File: src/rtl/fixed_point_alu_q24_8_defines.svh
// Assertion macros shared by the fixed-point ALU RTL files.
// Depends on nothing; included by the modules that assert.
`ifndef FIXED_POINT_ALU_Q24_8_DEFINES_SVH
`define FIXED_POINT_ALU_Q24_8_DEFINES_SVH
`ifndef SYNTHESIS
`define FPA_ASSERT(label, clk, rst_n, prop, msg) \
  label: assert property (@(posedge clk) disable iff (!rst_n) prop) else $error(msg);
`define FPA_ASSERT_RST(label, clk, prop, msg) \
  label: assert property (@(posedge clk) prop) else $error(msg);
`else
`define FPA_ASSERT(label, clk, rst_n, prop, msg)
`define FPA_ASSERT_RST(label, clk, prop, msg)
`endif
`endif

File: src/rtl/fpa_pkg.sv
// Package for the fixed-point ALU: payload structs, operation, error and class codes, widths.
// Depends on nothing.
package fpa_pkg;

  localparam int FRAC_BITS_DEF = 8;
  localparam int WORD_BITS_DEF = 32;
  localparam int DATA_W = 32;
  localparam int DIV_W = DATA_W + 16 + 2;

  typedef enum logic [3:0] {
    OP_ADD = 4'd0, OP_SUB = 4'd1, OP_MUL = 4'd2, OP_DIV = 4'd3, OP_MIN = 4'd4,
    OP_MAX = 4'd5, OP_INC = 4'd6, OP_DEC = 4'd7, OP_TO_INT = 4'd8, OP_FROM_INT = 4'd9
  } op_t;

  typedef enum logic [1:0] {
    ERR_NONE = 2'd0, ERR_DIV_ZERO = 2'd1, ERR_OVERFLOW = 2'd2
  } err_t;

  typedef enum logic [1:0] {
    CLS_SIMPLE = 2'd0, CLS_MUL = 2'd1, CLS_DIV = 2'd2
  } cls_t;

  typedef struct packed {
    logic [3:0]                kind;
    logic signed [DATA_W-1:0]  operand_a;
    logic signed [DATA_W-1:0]  operand_b;
  } in_item_t;

  typedef struct packed {
    logic signed [DATA_W-1:0]  result_value;
    logic                      a_less;
    logic                      a_equal;
    logic                      a_greater;
    logic [1:0]                error_code;
  } out_item_t;

  typedef struct packed {
    cls_t                      cls;
    logic                      neg;
    logic [DATA_W-1:0]         mag_a;
    logic [DATA_W-1:0]         mag_b;
    logic signed [DATA_W-1:0]  simple_val;
    logic [1:0]                simple_err;
    logic                      a_less;
    logic                      a_equal;
    logic                      a_greater;
  } job_t;

endpackage

File: src/rtl/fpa_queue.sv
// Two-entry queue between front and back ends.
// Depends on fpa_pkg and the assertion macro header.
module fpa_queue (
  input  logic          clk,
  input  logic          rst_n,
  input  logic          wr_valid,
  output logic          wr_ready,
  input  fpa_pkg::job_t wr_data,
  output logic          rd_valid,
  input  logic          rd_ready,
  output fpa_pkg::job_t rd_data
);
  import fpa_pkg::*;
  `include "fixed_point_alu_q24_8_defines.svh"

  job_t mem_r [2];
  logic wp_r, wp_nxt, rp_r, rp_nxt;
  logic [1:0] cnt_r, cnt_nxt;
  logic push, pop;

  assign wr_ready = cnt_r != 2'd2;
  assign rd_valid = cnt_r != 2'd0;
  assign push = wr_valid && wr_ready;
  assign pop = rd_valid && rd_ready;
  assign rd_data = mem_r[rp_r];

  always_comb begin
    wp_nxt = push ? ~wp_r : wp_r;
    rp_nxt = pop ? ~rp_r : rp_r;
    cnt_nxt = cnt_r + 2'(push) - 2'(pop);
  end

  always_ff @(posedge clk) begin
    if (!rst_n) begin
      wp_r <= 1'b0;
      rp_r <= 1'b0;
      cnt_r <= 2'd0;
    end else begin
      wp_r <= wp_nxt;
      rp_r <= rp_nxt;
      cnt_r <= cnt_nxt;
    end
  end

  always_ff @(posedge clk) begin
    if (push) begin
      mem_r[wp_r] <= wr_data;
    end
  end

  `FPA_ASSERT(a_q_cnt_max, clk, rst_n, cnt_r != 2'd3, "queue count out of range")
  `FPA_ASSERT(a_q_full_hold, clk, rst_n, (cnt_r == 2'd2 && !rd_ready) |=> cnt_r == 2'd2, "full queue drained without pop")
  `FPA_ASSERT(a_q_ptr, clk, rst_n, (cnt_r == 2'd0 || cnt_r == 2'd2) |-> wp_r == rp_r, "queue pointers disagree with count")

endmodule

File: config.mk
export PLATFORM = sky130hd
export DESIGN_NAME = fpa_queue
export DESIGN_NICKNAME = d
export VERILOG_FILES = /design/src/rtl/fpa_pkg.sv /design/src/rtl/fpa_queue.sv
export VERILOG_INCLUDE_DIRS = /design/src /design/src/rtl
export SDC_FILE = /design/constraint.sdc
export NUM_CORES = 1
export LEC_CHECK = 0
export ABC_CLOCK_PERIOD_IN_PS = 6100
export BUFFER_PORTS_ARGS = -buffer_cell sky130_fd_sc_hd__buf_2
export CORE_UTILIZATION = 23
export CTS_CLUSTER_SIZE = 30
export DETAILED_ROUTE_END_ITERATION = 8
export SKIP_CTS_REPAIR_TIMING = 1
export SYNTH_ARGS = -nofsm -noshare
export SYNTH_HDL_FRONTEND = slang
export SYNTH_SLANG_ARGS = --single-unit
File: constraint.sdc
create_clock -name clk -period 6.1 [get_ports clk]
set_clock_uncertainty 0.15 [all_clocks]
set_input_delay 0.915 -clock clk [delete_from_list [all_inputs] [get_ports clk]]
set_output_delay 0.915 -clock clk [all_outputs]
set_load 0.02 [all_outputs]
# Yosys cells after proc, flatten, opt, wreduce, memory -nomap -nowiden

Memories as Yosys holds them, arrays and structs flattened. A register that Yosys moved wholly into a read port is not among the register bits.
Cells that the tools add are included.

Input bits: 108
RAM bits: 208
Output and inout bits: 106
Memories: 1
Logic and storage cells: 16
Register bits: 4

Memories:

| memory | words | bits a word | read ports | clocked after memory_dff | write ports | line            | RTL |
|---|---|---|---|---|---|---|---|
| mem_r  | 2     | 104         | 1          | 1                        | 1           | fpa_queue.sv:16 | `job_t mem_r [2];` |

Mux-type cells: 4
Equality and inequality tests: 1
Add/sub/neg operators: 2
Reduce and logical (&&, ||, !) cells: 3
Bitwise gates (word level): 2

Operators with widths:

| operator                                      | count |
|---|---|
| 1-bit 2-to-1 mux                              | 4 |
| 2-bit by 1-bit adder with 2-bit output        | 1 |
| 1-bit logical AND                             | 2 |
| 2-bit inequality test (second input constant) | 1 |
| 1-bit inverter                                | 2 |
| 2-bit nonzero test                            | 1 |
| 2-bit by 1-bit subtractor with 2-bit output   | 1 |

# Depth between registers and ports, before layout

Gate-level depths: netlist of run 1.

Word-level depth: 4
Depth in mapped cells: 8
Mapped depth without buffers: 8

# Worst setup path after synthesis of run 1

OpenSTA, ideal clock, no wires.

Kind: input -> register
Start: in wr_valid
End: mem mem_r[0][0] (netlist name) (enable)
Arrival: 5.343 ns
Setup time: 0.568 ns
Buffers on the path: 0
Path slack: 0.039 ns
Required time: 5.382 ns
Stages: 2
Cells stage by stage: nand2_1 > nor2_1

Cells in the longest elaborated chain, start to end: 3

RTL lines:

| item                                   | line            | RTL |
|---|---|---|
| start: declaration                     | fpa_queue.sv:6  | `input logic wr_valid,` |
| 1-bit logical AND                      | fpa_queue.sv:23 | `assign push = wr_valid && wr_ready;` |
| 1-bit 2-to-1 mux                       | fpa_queue.sv:46 | `if (push) begin` |
| 1-bit 2-to-1 mux (not written as such) | fpa_queue.sv:47 | `mem_r[wp_r] <= wr_data;` |
| end: declaration                       | fpa_queue.sv:16 |  |

Every way passes these cells.

==> flow_summary.ini, run 1 <==
[setup_path]
reg2reg_slack_ps = 3850
worst-path-buf-inv = 2
ff2ff_path_depth = 4
path_depth = 3
r2r-end = mem_r[0][52]$_DFFE_PP_
crit_end = rd_data[26]
critPathArrivalTime_ps = 2390
worstPathCellList = buf_4, mux2_2, buf_2
cp_slowest_stage_delay_ps = 720
cpMaxStageDelayCell = buf_4
end_kind = primary output
worstSetupStartpointType = register
r2r-start = cnt_r[0]$_SDFF_PN0_
criticalPathCategory = reg -> out
path_max_fanout = 48
crit_family = buffers and inverters
worstPathRequired_ps = 5030

[floorplan]
die_area_sq_um = 35490
start_util_pct = 23.59
io_pins = 214
die_x_um = 188.4
die_h_um = 188.4
core_area_sq_um = 33870
num_rows = 67

[placement]
place_ws_ps = 3116
port_buffers = 213
dp_hpwl_mm = 9.938
gp_congestion = 0.6781

[power_and_ir_drop]
power.leakage_nw = 3.840
peakVddDrop_mv = 0.2401
p_per_area_nw_per_um2 = 422.3

[route]
wl_per_cell_um = 14.49
drtIter0Drc = 113
topRoutingLayerUsed = met4
ant_nets = 0
routed-wl-met2_mm = 7.261
drcViolationCount = 0
route.met3.wl_mm = 1.440
drt-met1-wl_mm = 6.123
vias_per_cell = 3.778
drt-total-wl_mm = 15.14
via_count = 3948
dr.pass1.iters = 4

[clocking]
cts_tree = built
path_clk_slew_ps = 60
cts_buffers = 23
ctsLongestPathBuffers = 3
root_buffer = clkbuf_16
clock_latency_ps = 520
cts_max_level = 1
cts_sinks = 213

[synth]
syn_area_per_cell_sq_um = 22.96
synth_fp_nets = 458
synth_seq_area_share_pct = 79.42
yosysUniqueCellTypes = 19
synth.ff_latch_count = 213
yosysWarningCount = 0
netlist_area_sq_um = 7990
synthCells = 348

[sta]
worstMarginPinSlew_ps = 915.1
fmax_mhz = 289.6
setup-violations-final = 0
rsz0062_at_grt = false
fin_ws_ps = 2647
relSlewSlack_pct = 38.99
hold_violations = 0
tns_ps = 0
period_share_pct = 56.60
drv_slew = 0
finalHoldWorstSlack_ps = 385.6
period_needed_ps = 3453

[worst_hold_path]
hold_depth = 2
worstHoldStart = wp_r$_SDFFE_PN0N_
min_path_type = reg -> reg

[grt]
grt_util_all_layers_pct = 8.256
grt_pass1_vias = 4214
gr-total-overflow = 0
grt_pass1_wl_mm = 22.90
antenna_found_initial = 0
grt_max_degree = 49

[status]
status = complete, no violations

[finish]
diodes = 0
final_nets = 690
syn2layout_area_growth_pct = 28.44
final_common_cell = buf_2
mostFrequentLayoutCells = buf_2, edfxtp_1, mux2_4
drive_gt1_share_pct = 60.13

[run]
drv_cap = 0
## worst reg2reg max path, delay by kind of cell (launching register included)
| kind | cells | cell delay, ps |
|---|---|---|
| AND/OR/NAND/NOR | 3 | 700 |
| buffers and inverters | 1 | 620 |
| flip-flops | 1 | 350 |
## metrics by stage
step           cell area [sq um]  std cells  utilization, %  total power [mW]
2_1_floorplan               7990        348               -             2.795
3_3_place_gp                9564       1003           28.24             3.101
3_5_place_dp                9564       1003           28.24             3.111
4_1_cts                    10260       1045           30.30             4.425
5_1_grt                    10260       1045           30.30             4.551
6_report                   10260       1045           30.30             4.334
## power breakdown
part | internal (mW) | switching, mW
registers | 1.84 | 0.0609
clock network | 0.739 | 0.543
logic | 0.492 | 0.658
total | 3.07 | 1.26
## logic make-up (layout without fill, tap and decap cells)
kind of cell	after synthesis	after routing	synth area share (%)
AOI/OAI and AO/OA	1	1	0.09399
xor gates and xnor gates	3	3	0.3289
adders and majority gates	2	2	0.3131
buffers and inverters	13	262	1.472
DFF	213	213	79.42
muxes	105	105	17.60
and+or+nand+nor	11	11	0.7673
## registers in the layout, summed over array words and instances (netlist names), named ones only
| signal | count |
|---|---|
| wp_r | 1 |
| rp_r | 1 |
| mem_r | 208 |
| cnt_r | 2 |
## synth_stat cells, drive strengths merged
cell / instances / area (sq um)
o21a: 1 / 7.510
inv: 1 / 3.750
and2: 2 / 12.51
nand2: 2 / 7.510
ha: 2 / 25.02
edfxtp: 208 / 6246
nor2: 1 / 3.750
nand2b: 2 / 12.51
mux2: 104 / 1396
buf: 12 / 113.9
and3: 1 / 6.260
nor2b: 2 / 12.51
dfxtp: 5 / 100.1
or2: 1 / 6.260
mux2i: 1 / 10.01
xnor2: 3 / 26.28
## per-layer routing
layer	vias up	track usage, %
met3	26	3.408
met4	0	2.450
li1	1838	-
met1	1940	9.644
met2	144	13.81
met5	-	0
## worst min path at each step
stage / slack (ps) / endpoint
floorplan: 300 / wp_r$_SDFFE_PN0N_
detailed placement: 370 / rp_r$_SDFFE_PN0P_
CTS: 390 / wp_r$_SDFFE_PN0N_
global route: 390 / mem_r[1][8]$_DFFE_PP_
global placement: 360 / wp_r$_SDFFE_PN0N_
finish: 390 / wp_r$_SDFFE_PN0N_
## area by class of cell
class                   count  area, sq um
fillers                  3343        23610
flip-flops and latches    213         6350
multi-input cells         122         1539
repair buffers            219         1111
clock buffers              29        598.1
well taps                 448        560.5
clock inverters            13        100.1
inverters                   1        3.754
No activity file was read; power rests on OpenSTA's default activity.
==> run 2: changes to the inputs <==
--- a/config.mk
+++ b/config.mk
@@ -6,7 +6,7 @@
 export SDC_FILE = /design/constraint.sdc
 export NUM_CORES = 1
 export LEC_CHECK = 0
-export ABC_CLOCK_PERIOD_IN_PS = 6100
+export ABC_CLOCK_PERIOD_IN_PS = 3150
 export BUFFER_PORTS_ARGS = -buffer_cell sky130_fd_sc_hd__buf_2
 export CORE_UTILIZATION = 23
 export CTS_CLUSTER_SIZE = 30
==> constraint.sdc (replaced) <==
create_clock -name clk -period 3.15 [get_ports clk]
set_clock_uncertainty 0.15 [all_clocks]
set_input_delay 0.4725 -clock clk [delete_from_list [all_inputs] [get_ports clk]]
set_output_delay 0.4725 -clock clk [all_outputs]
set_load 0.02 [all_outputs]
==> flow_summary.ini, run 2 (synthesis results as in run 1) <==
[placement]
place_ws_ps = 1093
post-place-cells = 1004
placed_area_sq_um = 9622
dp_hpwl_mm = 10.04
port_buffers = 213
gp_congestion = 0.6712

[clocking]
clock_latency_ps = 510
cts_buffers = 24
cts_max_level = 1
cts_tree = built
ctsLongestPathBuffers = 3
root_buffer = clkbuf_16
path_clk_slew_ps = 60
cts_sinks = 213

[worst_hold_path]
min_path_type = in -> reg

[finish]
fin_cells = 1151
diodes = 0
final_nets = 795
reg.largest.list = mem_r x208, cnt_r x2
regMostFlops = mem_r
final_common_cell = buf_2
fin_area_sq_um = 11430
mostFrequentLayoutCells = buf_2, edfxtp_1, dlygate4sd3_1
syn2layout_area_growth_pct = 43.05
drive_gt1_share_pct = 51.35
largest_register_ffs = 208

[status]
status = complete, no violations

[power_and_ir_drop]
pwr-share-comb_pct = 27.5
p_per_area_nw_per_um2 = 769.1
peakVddDrop_mv = 0.4288
pwr-share-clk_pct = 31.0
power.leakage_nw = 4.334
seqPwrFrac_pct = 41.6
p_sw_share_pct = 28.45
intPower_mw = 6.290
p_switching_mw = 2.501

[sta]
period_needed_ps = 2444
tns_ps = 0
fmax_mhz = 409.2
rsz0062_at_grt = false
relSlewSlack_pct = 59.71
drv_slew = 0
period_share_pct = 77.59
worstMarginPinSlew_ps = 604.3
fin_ws_ps = 705.9
setup-violations-final = 0
hold_violations = 0

[setup_path]
criticalPathCategory = reg -> out
end_kind = primary output
critPathArrivalTime_ps = 1820
worstPathRequired_ps = 2530
path_max_fanout = 57
worstSetupStartpointType = register

[route]
drtIter0Drc = 137
routed-wl-met2_mm = 7.788
topRoutingLayerUsed = met4
route.met3.wl_mm = 1.311
drcViolationCount = 0
drt-total-wl_mm = 16.40
ant_nets = 0
vias_per_cell = 3.735
wl_per_cell_um = 14.24
dr.pass1.iters = 4
via_count = 4299
drt-met1-wl_mm = 6.941

[floorplan]
die_x_um = 188.4
start_util_pct = 23.59
num_rows = 67
io_pins = 214
core_area_sq_um = 33870
die_area_sq_um = 35490
die_h_um = 188.4

[grt]
grt_pass1_wl_mm = 23.05
grt_util_all_layers_pct = 8.329
grt_pass1_vias = 4106
grt_max_degree = 62
antenna_found_initial = 0
gr-total-overflow = 0

[run]
drv_cap = 0
-- run 2: cell types whose count changed in the layout (fill, tap and decap cells not counted) --
| cell | previous run | this run |
|---|---|---|
| inv_6 | 2 | 0 |
| clkbuf_16 | 23 | 25 |
| clkbuf_1 | 6 | 8 |
| buf_4 | 6 | 3 |
| buf_12 | 0 | 4 |
| dlygate4sd3_1 | 0 | 103 |
| clkbuf_8 | 0 | 2 |
| bufinv_16 | 1 | 2 |
| clkinv_1 | 4 | 3 |
| clkinvlp_4 | 3 | 1 |
-- run 2: final cells by class --
| type | count | area (sq um) |
|---|---|---|
| Clock buffer | 35 | 683.2 |
| Clock inverter | 9 | 93.84 |
| Fill cell | 3295 | 22440 |
| Inverter | 1 | 3.754 |
| Multi-Input combinational cell | 122 | 1539 |
| Sequential cell | 213 | 6350 |
| Tap cell | 448 | 560.5 |
| Timing Repair Buffer | 323 | 2200 |
-- run 2: per-layer routing --
| layer | vias to the layer above | global-route usage, % |
|---|---|---|
| met5 | - | 0 |
| met4 | 0 | 2.636 |
| met3 | 33 | 3.334 |
| met2 | 151 | 13.26 |
| met1 | 2060 | 10.30 |
| li1 | 2055 | - |
-- run 2: path summary, 6_finish.rpt --
check | startpoint | end | slack (ps) | depth (start not counted)
hold reg to reg | wp_r$_SDFFE_PN0N_ | wp_r$_SDFFE_PN0N_ | 380 | 2
hold / removal | wr_data[12] | mem_r[1][12]$_DFFE_PP_ | 30 | 1
setup / recovery | register | rd_data[0] | 710 | 3
setup reg to reg | cnt_r[0]$_SDFF_PN0_ | mem_r[1][3]$_DFFE_PP_ | 1210 | 3
-- run 2: through the flow --
stage / power [mW] / utilization (%) / hold WS (ps)
final: 8.791 / 33.75 / 28.67
after global routing: 9.197 / 33.75 / 0.6721
after CTS: 8.831 / 30.70 / -46.53
after detailed placement: 6.068 / 28.41 / 374.6
after global placement: 6.040 / 28.41 / 360.8
after floorplan: 5.375 / - / 338.0
-- run 2: worst max-delay path, cell delays in order, from the launching register on --
cell     delay, ps
dfxtp_4        370
buf_12         300
mux2_2         390
buf_2          160
-- run 2: power groups by stage --
| stage | Sequential, mW | Combinational (mW) | Clock (mW) |
|---|---|---|---|
| floorplan | 3.70 | 1.68 | 0 |
| global placement | 3.69 | 2.35 | 0 |
| detailed placement | 3.71 | 2.35 | 0 |
| CTS | 3.66 | 2.36 | 2.82 |
| global route | 3.68 | 2.58 | 2.93 |
| finish | 3.65 | 2.41 | 2.72 |
==> run 3: changes to the inputs <==
--- a/config.mk
+++ b/config.mk
@@ -6,7 +6,7 @@
 export SDC_FILE = /design/constraint.sdc
 export NUM_CORES = 1
 export LEC_CHECK = 0
-export ABC_CLOCK_PERIOD_IN_PS = 3150
+export ABC_CLOCK_PERIOD_IN_PS = 2140
 export BUFFER_PORTS_ARGS = -buffer_cell sky130_fd_sc_hd__buf_2
 export CORE_UTILIZATION = 23
 export CTS_CLUSTER_SIZE = 30
==> constraint.sdc (replaced) <==
create_clock -name clk -period 2.14 [get_ports clk]
set_clock_uncertainty 0.15 [all_clocks]
set_input_delay 0.321 -clock clk [delete_from_list [all_inputs] [get_ports clk]]
set_output_delay 0.321 -clock clk [all_outputs]
set_load 0.02 [all_outputs]
==> flow_summary.ini, run 3 (synthesis results as in run 1) <==
[sta]
fmax_mhz = 459.8
finalHoldWorstSlack_ps = 122.1
rsz0062_at_grt = true
setup-violations-final = 58
fin_ws_ps = -35.01
hold_violations = 0
relSlewSlack_pct = 76.26
worstMarginPinSlew_ps = 356.1
period_needed_ps = 2175
drv_slew = 0
period_share_pct = 101.6

[placement]
placed_area_sq_um = 9663
dp_hpwl_mm = 10.22
port_buffers = 213
gp_congestion = 0.6816
place_ws_ps = 402.9

[route]
ant_nets = 0
drtIter0Drc = 135
wl_per_cell_um = 16.03
drcViolationCount = 0
dr.pass1.iters = 4
via_count = 4465
drt-total-wl_mm = 18.82
vias_per_cell = 3.803

[floorplan]
die_area_sq_um = 35490
die_x_um = 188.4
io_pins = 214
core_area_sq_um = 33870
num_rows = 67
start_util_pct = 23.59
die_h_um = 188.4

[setup_path]
reg2reg_slack_ps = 400
worstPathRequired_ps = 1670
criticalPathCategory = reg -> out
r2r-end = cnt_r[1]$_SDFF_PN0_
ff2ff_path_depth = 7
worstSetupStartpointType = register
path_max_fanout = 8
end_kind = primary output
critPathArrivalTime_ps = 1700
r2r-start = cnt_r[1]$_SDFF_PN0_
crit_end = rd_data[46]

[grt]
antenna_found_initial = 1
grt_pass1_vias = 4082
grt_pass1_wl_mm = 22.85
grt_max_degree = 56
grt_util_all_layers_pct = 8.253
gr-total-overflow = 0

[status]
status = complete, but fails checks
violations = negative setup slack

[power_and_ir_drop]
p_switching_mw = 4.121
intPower_mw = 10.47
p_per_area_nw_per_um2 = 1160
pwr-share-clk_pct = 27.9
peakVddDrop_mv = 0.7160
power.leakage_nw = 4.854
p_sw_share_pct = 28.24
pwr-share-comb_pct = 35.0
seqPwrFrac_pct = 37.0

[worst_hold_path]
min_path_type = in -> reg

[clocking]
path_clk_slew_ps = 60
ctsLongestPathBuffers = 3
root_buffer = clkbuf_16
cts_tree = built
cts_buffers = 24
cts_max_level = 1
clock_latency_ps = 510
cts_sinks = 213

[finish]
syn2layout_area_growth_pct = 57.50
final_nets = 817
regMostFlops = mem_r
largest_register_ffs = 208
fin_area_sq_um = 12580
mostFrequentLayoutCells = edfxtp_1, buf_2, dlygate4sd3_1
final_common_cell = edfxtp_1
drive_gt1_share_pct = 52.83
reg.largest.list = mem_r x208, cnt_r x2

[run]
drv_cap = 0
==> run 3: worst min-delay path by stage <==
stage	startpoint	endpoint	slack [ps]	depth (start not counted)
after floorplan	wr_data[0]	mem_r[0][0]$_DFFE_PP_	270	0
after global placement	wp_r$_SDFFE_PN0N_	wp_r$_SDFFE_PN0N_	350	2
after detailed placement	wr_data[27]	mem_r[0][27]$_DFFE_PP_	360	1
after CTS	wr_data[27]	mem_r[0][27]$_DFFE_PP_	-180	1
after global routing	rd_ready	rp_r$_SDFFE_PN0P_	160	4
final	rd_ready	rp_r$_SDFFE_PN0P_	120	4
==> run 3: cell type report <==
class | count | area, sq um
Sequential cell | 213 | 6351
Multi-Input combinational cell | 122 | 1708
Tap cell | 448 | 560.5
Clock inverter | 13 | 142.6
Timing Repair Buffer | 345 | 3168
Fill cell | 3115 | 21280
Inverter | 1 | 3.754
Clock buffer | 31 | 648.1
Antenna cell | 1 | 2.502
==> run 3: power by group through the flow <==
stage	Combinational (mW)	Sequential (mW)	Clock (mW)
after global placement	3.51	5.44	0
after detailed placement	3.51	5.47	0
after CTS	3.52	5.39	4.20
after floorplan	2.49	5.45	0
final	5.11	5.40	4.08
after global routing	5.39	5.45	4.36
==> run 3: worst max-delay path: stages, from the launching register on <==
cell     delay (ps)
dfxtp_4         410
buf_6           160
buf_8           160
mux2_4          300
buf_2           160
==> run 3: through the flow <==
step / power (mW) / setup TNS [ps] / cells / utilization [%]
finish: 14.59 / -789.3 / 1174 / 37.16
global route: 15.20 / -7091 / 1174 / 37.16
CTS: 13.11 / -8721 / 1048 / 30.87
detailed placement: 8.987 / 0 / 1004 / 28.53
global placement: 8.951 / 0 / 1004 / 28.53
floorplan: 7.933 / -86700 / 348 / -
==> run 3: layer usage <==
layer	vias up	GRT usage (%)	share of wire, %
met5	-	0	0
met2	170	13.31	48
met3	30	3.557	8.5
met4	0	2.636	2.0
li1	2103	-	-
met1	2162	9.885	42
